<file path="src/rtl/nearest_neighbour_link_builder_top_defines.svh">
// Assertion macros for the nearest-neighbour link builder.
// Used by nearest_neighbour_link_builder_top.sv; expects signals clk and rst in scope.
`ifndef NEAREST_NEIGHBOUR_LINK_BUILDER_TOP_DEFINES_SVH
`define NEAREST_NEIGHBOUR_LINK_BUILDER_TOP_DEFINES_SVH

// Consequent must hold in the same cycle as the antecedent.
`define NNLB_ASSERT_SAME(label, ante, cons, msg) \
  label: assert property (@(posedge clk) disable iff (rst) (ante) |-> (cons)) \
    else $error(msg);

// Consequent must hold in the cycle after the antecedent.
`define NNLB_ASSERT_NEXT(label, ante, cons, msg) \
  label: assert property (@(posedge clk) disable iff (rst) (ante) |=> (cons)) \
    else $error(msg);

`endif

</file>
<file path="src/rtl/nnlb_ram.sv">
// Generic simple dual-port RAM: one write port, one read port with registered read data.
// No dependencies.
`timescale 1ns / 1ps

module nnlb_ram #(
  parameter int WIDTH = 8,
  parameter int DEPTH = 16
) (
  input  logic                     clk,
  input  logic                     we,
  input  logic [$clog2(DEPTH)-1:0] waddr,
  input  logic [WIDTH-1:0]         wdata,
  input  logic [$clog2(DEPTH)-1:0] raddr,
  output logic [WIDTH-1:0]         rdata
);

  logic [WIDTH-1:0] mem [DEPTH];

  always_ff @(posedge clk) begin
    if (we) begin
      mem[waddr] <= wdata;
    end
    rdata <= mem[raddr];
  end

endmodule

</file>
<file path="config.mk">
export PLATFORM = sky130hd
export DESIGN_NAME = nnlb_ram
export DESIGN_NICKNAME = d
export VERILOG_FILES = /design/src/rtl/nearest_neighbour_link_builder_top_defines.svh /design/src/rtl/nnlb_ram.sv
export SDC_FILE = /design/constraint.sdc
export NUM_CORES = 1
export LEC_CHECK = 0
export BUFFER_PORTS_ARGS = -buffer_cell sky130_fd_sc_hd__buf_2
export CAP_MARGIN = 15
export CORE_ASPECT_RATIO = 0.9
export CORE_MARGIN = 2
export CORE_UTILIZATION = 60
export DETAILED_ROUTE_END_ITERATION = 8
export MAX_ROUTING_LAYER = met4
export PLACE_DENSITY = 0.78
export SETUP_SLACK_MARGIN = 0.4
export SLEW_MARGIN = 20
export SYNTH_ARGS = -nofsm -noshare
export SYNTH_HDL_FRONTEND = slang
export SYNTH_SLANG_ARGS = --single-unit
</file>
<file path="constraint.sdc">
create_clock -name clk -period 5.03 [get_ports clk]
set_input_delay 0.7545 -clock clk [delete_from_list [all_inputs] [get_ports clk]]
set_output_delay 0.7545 -clock clk [all_outputs]
set_load 0.1 [all_outputs]
</file>
==> results.json, run 1 <==
{
  "start_kind": "input port",
  "initial_utilization": 0.609,
  "grt_remaining_overflow": 0,
  "portBuffers": 25,
  "synth-edff-count": 128,
  "most_frequent_cell_after_synthesis": "sky130_fd_sc_hd__edfxtp_1",
  "final_area_um2": 5910,
  "max_vdd_drop_uv": 221,
  "via_density_per_instance": 6.16,
  "synth.yosys.seq_area_share": 0.778,
  "drt-pass1-iter-count": 6,
  "worst_setup_path_startpoint": "raddr[0]",
  "grt_start_max_net_pins": 33,
  "pin_count": 26,
  "synth_commonest_cells": "128 x sky130_fd_sc_hd__edfxtp_1, 18 x sky130_fd_sc_hd__mux4_2, 16 x sky130_fd_sc_hd__a22oi_1",
  "drt-initial-drc-count": 306,
  "outcome": "finished, final reports clean",
  "clockBufferDepth": 2,
  "cts_resized": 0,
  "cts_inserted_buffers": 17,
  "crit_required_ns": 5.43,
  "num_vias": 2441,
  "final_core_utilization": 0.700,
  "final_layout_size_suffix_gt1_frac": 0.264,
  "clk_transition_reported_paths_ns": 0.05,
  "cp_data_arrival_time_ns": 2.60,
  "grt_usage": 0.248,
  "p_leak_nw": 1.98,
  "worstSetupEndpointType": "flop",
  "synth.top_cell.area_share": 0.747,
  "hpwlAfterDp_um": 5690,
  "ant_nets": 0,
  "multi_input_gate_area_um2": 1070,
  "later_pin_clock_latency_in_the_skew_report_ns": 0.51,
  "core_um2": 8450,
  "finalNetCount": 283,
  "synth_area_leaders": "sky130_fd_sc_hd__edfxtp_1 75%, sky130_fd_sc_hd__mux4_2 7.9%, sky130_fd_sc_hd__mux4_1 7.1%, sky130_fd_sc_hd__dfxtp_1 3.1%, sky130_fd_sc_hd__a22oi_1 2.3%",
  "async_sr_flop_fraction": 0,
  "die_height_um": 91.9,
  "reg2reg_from": "mem[2][0]$_DFFE_PP_",
  "wire_per_inst_um": 25.0,
  "globalplace.congestion": 0.781,
  "cp_max_fo": 32,
  "row_count": 32,
  "yosys_warning_total": 0,
  "insertedDiodeCount": 0,
  "synthDominantAreaCellType": "sky130_fd_sc_hd__edfxtp_1",
  "powerDensity_nw_per_um2": 440,
  "area_growth_pct": 14.9,
  "post_cts.repair.setup_buffers": 0,
  "number_of_standard_cells_after_synthesis": 229,
  "hold-path-cell-count": 1,
  "clock_tree.root_cell": "sky130_fd_sc_hd__clkbuf_8",
  "clock-sinks": 136,
  "cap_viol_max_count": 0,
  "worst_reg2reg_setup_slack_ns": 3.60,
  "post_synth.cell_area_avg_um2": 22.5,
  "setup_viol_count_final": 0,
  "worst-r2r-cell-count": 3,
  "synthFlopType": "sky130_fd_sc_hd__edfxtp_1",
  "worst_pin_slew_ns": 1.03,
  "portion_of_the_clock_cycle_consumed_by_the_worst_path_in_the_final_layout": 0.439,
  "crit_type": "in2reg",
  "postCtsHoldBufs": 0,
  "dieWidth_um": 102,
  "ys_seq_elements": 136,
  "fin_setup_tns_ns": 0,
  "max_clock_skew_ns": 0.00679,
  "min_path_type": "in2reg",
  "post_place_cell_area_um2": 5360,
  "netlist-cell-type-count": 19,
  "clock_tree.htree_level_count": 4,
  "seq_area_um2": 4000,
  "first_pass_grt_wire_length_um": 15100,
  "grt_setup_unrepaired": "false",
  "postRouteWirelength_um": 9910,
  "finalHoldViolations": 0,
  "total_power_mw": 2.60,
  "grt_pass1_vias": 2459,
  "timing.slew.headroom": 0.314,
  "num-fill-cells": 508,
  "max_freq_ghz": 0.453,
  "synth_area_um2": 5150,
  "fin_crit_ns": 2.21,
  "cts_tree": "done",
  "crit_end": "rdata[0]$_DFF_P_",
  "post-route-drc-count": 0,
  "floorplan.die_area_um2": 9340,
  "r2r_end": "rdata[0]$_DFF_P_",
  "max_slew_violation_total_from_the_final_report": 0,
  "syn_nets": 247,
  "antenna_found_initial": 0
}
[sequential cells by signal (all words and copies together), names as in the netlist]
register	cells
mem	128
rdata	8
[report_power, final]
part	switching (mW)	internal, mW	leakage, nW
clock	0.421	0.738	0.272
sequential	0.00870	1.27	1.22
combinational	0.120	0.0454	0.483
total	0.550	2.05	1.98
[how the worst min path moves through the flow]
stage | from | to
2_1_floorplan | mem[7][0]$_DFFE_PP_ | rdata[0]$_DFF_P_
3_3_place_gp | mem[14][2]$_DFFE_PP_ | rdata[2]$_DFF_P_
6_report | wdata[1] | mem[13][1]$_DFFE_PP_
5_1_grt | wdata[1] | mem[6][1]$_DFFE_PP_
3_5_place_dp | mem[15][2]$_DFFE_PP_ | rdata[2]$_DFF_P_
4_1_cts | wdata[1] | mem[13][1]$_DFFE_PP_
[logic make-up (layout without fill, tap and decap cells)]
kind of cell    count (synthesis)  after routing  share of synthesized area
mux                            32             32                      0.150
compound gates                 16             16                     0.0233
flops                         136            136                      0.778
simple gates                   35             35                     0.0318
buf+inv                        10             58                     0.0168
[cell type report]
| type | instances | area share |
|---|---|---|
| Clock buffer | 18 | 0.0707 |
| Clock inverter | 13 | 0.0231 |
| Multi-Input combinational cell | 83 | 0.180 |
| Sequential cell | 136 | 0.677 |
| Tap cell | 119 | 0.0252 |
| Timing Repair Buffer | 27 | 0.0237 |
[placed cells by master, fill, tap and decap left out]
| cell type | synthesis | routed |
|---|---|---|
| sky130_fd_sc_hd__nor2b_1 | 1 | 1 |
| sky130_fd_sc_hd__mux4_1 | 14 | 14 |
| sky130_fd_sc_hd__buf_2 | 3 | 25 |
| sky130_fd_sc_hd__nor3_2 | 0 | 2 |
| sky130_fd_sc_hd__clkbuf_16 | 0 | 16 |
| sky130_fd_sc_hd__clkinvlp_4 | 0 | 1 |
| sky130_fd_sc_hd__or3b_2 | 1 | 1 |
| sky130_fd_sc_hd__dfxtp_1 | 8 | 8 |
| sky130_fd_sc_hd__nand2b_1 | 2 | 2 |
| sky130_fd_sc_hd__and2b_1 | 1 | 1 |
| sky130_fd_sc_hd__a22oi_1 | 16 | 16 |
| sky130_fd_sc_hd__nor3_1 | 4 | 2 |
| sky130_fd_sc_hd__nand2_1 | 9 | 9 |
| sky130_fd_sc_hd__edfxtp_1 | 128 | 128 |
| sky130_fd_sc_hd__clkbuf_8 | 0 | 1 |
| sky130_fd_sc_hd__bufinv_16 | 0 | 3 |
| sky130_fd_sc_hd__clkinv_2 | 0 | 4 |
| sky130_fd_sc_hd__clkbuf_1 | 0 | 1 |
| sky130_fd_sc_hd__nand3b_1 | 2 | 2 |
| sky130_fd_sc_hd__nor2_1 | 13 | 13 |
| sky130_fd_sc_hd__nand3_1 | 1 | 1 |
| sky130_fd_sc_hd__mux4_2 | 18 | 18 |
| sky130_fd_sc_hd__clkinv_1 | 0 | 5 |
| sky130_fd_sc_hd__buf_4 | 1 | 2 |
| sky130_fd_sc_hd__and2_1 | 1 | 1 |
[metrics by stage]
stage	hold slack [ns]	worst slack (ns)	instances
detailed placement	0.664	2.29	365
global placement	0.655	2.14	365
finish	0.626	2.82	396
global route	0.614	2.72	396
CTS	0.615	2.80	396
floorplan	0.629	2.78	229
[metal layers]
| metal | global-route usage | share of wire | up-vias |
|---|---|---|---|
| li1 | - | - | 1049 |
| met5 | - | 0 | - |
| met2 | 0.331 | 0.48 | 103 |
| met3 | 0.0800 | 0.068 | 10 |
| met1 | 0.379 | 0.44 | 1279 |
| met4 | 0.0642 | 0.011 | 0 |
[worst max-delay path: stages]
cell	delay, ns
sky130_fd_sc_hd__buf_2	0.76
sky130_fd_sc_hd__mux4_1	0.69
sky130_fd_sc_hd__a22oi_1	0.30
sky130_fd_sc_hd__nand2_1	0.08
(Power assumes the default switching activity.)
==> run 2, diff against run 1 <==
Settings changed: ABC_AREA set to 1, CORE_UTILIZATION 60 to 55, PLACE_DENSITY 0.78 to 0.75.
Clock period 5.03 ns to 1.9 ns, I/O delays scaled along.
==> run 2 against run 1 <==
Critical path depth fell by 3. Sequential cell count did not move. Synthesized cell count up 140%. Largest power group unchanged. Largest cell class unchanged. Clock power grew to 2.8 times the previous value. Highest routed layer unchanged. Critical path type is now reg2out.
==> results.json, run 2 <==
{
  "outcome": "finished, final reports clean",
  "core_um2": 10200,
  "commonest_non_fill_non_tap_cell_in_the_layout": "sky130_fd_sc_hd__nand2_1",
  "num_vias": 3843,
  "fin_setup_tns_ns": 0,
  "setup_viol_count_final": 0,
  "total_power_mw": 7.18,
  "most_frequent_cell_after_synthesis": "sky130_fd_sc_hd__nand2_1",
  "dieWidth_um": 112,
  "clock_tree.htree_level_count": 4,
  "grt_start_max_net_pins": 46,
  "syn_nets": 569,
  "netlist-cell-type-count": 12,
  "antenna_found_initial": 2,
  "clock-sinks": 136,
  "worst_reg2reg_setup_slack_ns": 0.82,
  "synth-edff-count": 128,
  "cp_slowest_cell": "sky130_fd_sc_hd__buf_2",
  "synthDominantAreaCellType": "sky130_fd_sc_hd__edfxtp_1",
  "yosys_warning_total": 0,
  "crit_chain": "buf_2",
  "later_pin_clock_latency_in_the_skew_report_ns": 0.42,
  "crit_end": "rdata[2]",
  "finalHoldViolations": 0,
  "cp_top_family": "buffers and inverters",
  "post-route-drc-count": 0,
  "post_cts.repair.setup_buffers": 0,
  "grt_remaining_overflow": 0,
  "initial_utilization": 0.565,
  "area_growth_pct": 15.3,
  "cts_tree": "done",
  "cts_inserted_buffers": 17,
  "largest_register_ffs": 128,
  "max_flop_register": "mem",
  "fin_cells": 736,
  "drt-initial-drc-count": 360,
  "min_path_type": "in2reg",
  "grt_usage": 0.247,
  "portBuffers": 25,
  "place_inst": 702,
  "worstSetupEndpointType": "output port",
  "crit_required_ns": 1.62,
  "pin_count": 26,
  "worst-r2r-cell-count": 6,
  "number_of_standard_cells_after_synthesis": 551,
  "cp_max_fo": 1,
  "worst_setup_path_startpoint": "rdata[2]$_DFF_P_",
  "wire_per_inst_um": 17.2,
  "max_freq_ghz": 0.674,
  "post_synth.cell_area_avg_um2": 10.5,
  "layout_common_cells": "173 x sky130_fd_sc_hd__nand2_1, 128 x sky130_fd_sc_hd__edfxtp_1, 100 x sky130_fd_sc_hd__inv_1",
  "synth.yosys.seq_area_share": 0.694,
  "reg2reg_from": "mem[5][4]$_DFFE_PP_",
  "grt_setup_unrepaired": "false",
  "clockBufferDepth": 2,
  "max_clock_skew_ns": 0.00740,
  "post-route-worst-setup-slack_ns": 0.417,
  "final_area_um2": 6650,
  "crit_type": "reg2out",
  "start_kind": "flop",
  "max_vdd_drop_uv": 951,
  "timing.critical_path.buf_inv": 1,
  "final_core_utilization": 0.652,
  "floorplan.die_area_um2": 11300,
  "timing.slew.headroom": 0.558,
  "synth_commonest_cells": "173 x sky130_fd_sc_hd__nand2_1, 128 x sky130_fd_sc_hd__edfxtp_1, 100 x sky130_fd_sc_hd__inv_1",
  "async_sr_flop_fraction": 0,
  "max_slew_violation_total_from_the_final_report": 0,
  "die_height_um": 101,
  "cp_data_arrival_time_ns": 1.20,
  "clk_transition_reported_paths_ns": 0.06,
  "powerDensity_nw_per_um2": 1080,
  "r2r_end": "rdata[4]$_DFF_P_",
  "ys_seq_elements": 136,
  "synth_area_leaders": "sky130_fd_sc_hd__edfxtp_1 67%, sky130_fd_sc_hd__nand2_1 11%, sky130_fd_sc_hd__nand3_1 8.4%, sky130_fd_sc_hd__inv_1 6.5%, sky130_fd_sc_hd__dfxtp_1 2.8%",
  "critical_path.max_stage_delay_ns": 0.44,
  "portion_of_the_clock_cycle_consumed_by_the_worst_path_in_the_final_layout": 0.781,
  "critical_path_depth": 1,
  "fin_crit_ns": 1.48,
  "fin_worst_hold_slack_ns": 0.249,
  "p_leak_nw": 2.90,
  "final_layout_size_suffix_gt1_frac": 0.127,
  "worst_slack_at_placement_ns": 0.386,
  "synth.top_cell.area_share": 0.667,
  "post_place_cell_area_um2": 6040,
  "synthFlopType": "sky130_fd_sc_hd__edfxtp_1",
  "num-fill-cells": 762,
  "synth_area_um2": 5770,
  "globalplace.congestion": 0.804,
  "cap_viol_max_count": 0,
  "finalNetCount": 610,
  "hpwlAfterDp_um": 7730,
  "via_density_per_instance": 5.22,
  "worst_pin_slew_ns": 0.662,
  "grt_pass1_vias": 3712,
  "postRouteWirelength_um": 12600,
  "row_count": 35,
  "first_pass_grt_wire_length_um": 19800,
  "biggestRegsByFlops": "mem x128, rdata x8",
  "drt-pass1-iter-count": 5,
  "clock_tree.root_cell": "sky130_fd_sc_hd__clkbuf_16",
  "ant_nets": 0
}
==> run 2: changes by cell type after synthesis, moves of 3 or more <==
cell | before | now
sky130_fd_sc_hd__a22oi_1 | 16 | 0
sky130_fd_sc_hd__buf_2 | 3 | 13
sky130_fd_sc_hd__buf_4 | 1 | 4
sky130_fd_sc_hd__buf_6 | 3 | 6
sky130_fd_sc_hd__clkdlybuf4s25_2 | 3 | 0
sky130_fd_sc_hd__inv_1 | 0 | 100
sky130_fd_sc_hd__mux4_1 | 14 | 0
sky130_fd_sc_hd__mux4_2 | 18 | 0
sky130_fd_sc_hd__nand2_1 | 9 | 173
sky130_fd_sc_hd__nand3_1 | 1 | 97
sky130_fd_sc_hd__nor2_1 | 13 | 17
sky130_fd_sc_hd__nor3_1 | 4 | 0
==> run 2: power breakdown <==
part / internal, mW / switching, mW
Clock: 2.06 / 1.21
Sequential: 3.35 / 0.0250
Combinational: 0.122 / 0.414
==> run 2: worst min-delay path by stage <==
stage	startpoint	end	slack [ns]	cells past startpoint
after global placement	mem[2][5]$_DFFE_PP_	rdata[5]$_DFF_P_	0.64	6
after CTS	wdata[1]	mem[7][1]$_DFFE_PP_	0.24	1
final	wdata[1]	mem[7][1]$_DFFE_PP_	0.25	1
after global routing	wdata[1]	mem[10][1]$_DFFE_PP_	0.25	1
after detailed placement	raddr[3]	rdata[7]$_DFF_P_	0.66	3
after floorplan	wdata[0]	mem[0][0]$_DFFE_PP_	0.38	0
==> run 2: kinds of logic (layout without fill, tap and decap cells) <==
| family | after synthesis | count (layout) | synth area share |
|---|---|---|---|
| AND/OR/NAND/NOR | 289 | 289 | 0.210 |
| flip-flops | 136 | 136 | 0.694 |
| other | 0 | 2 | 0 |
| buffers and inverters | 126 | 180 | 0.0952 |
==> run 2: cell type report <==
class / instances / area [um^2] / share of cell area
Sequential cell: 136 / 4000 / 0.602
Multi-Input combinational cell: 289 / 1210 / 0.183
Clock buffer: 20 / 437 / 0.0657
Inverter: 102 / 383 / 0.0576
Timing Repair Buffer: 46 / 293 / 0.0440
Tap cell: 129 / 161 / 0.0243
Clock inverter: 12 / 153 / 0.0230
Antenna cell: 2 / 5.00 / 0.000753
==> run 2: repair_timing <==
item,in CTS,in global routing
endpoints found under the setup margin,4,0
resized for setup,4,0
hold buffers,0,0
==> run 2: metal layers <==
metal / share of wire / GRT usage / vias up
met1: 0.42 / 0.313 / 1809
li1: - / - / 1858
met3: 0.071 / 0.0706 / 24
met4: 0.019 / 0.0882 / 0
met2: 0.49 / 0.387 / 152
met5: 0 / - / -
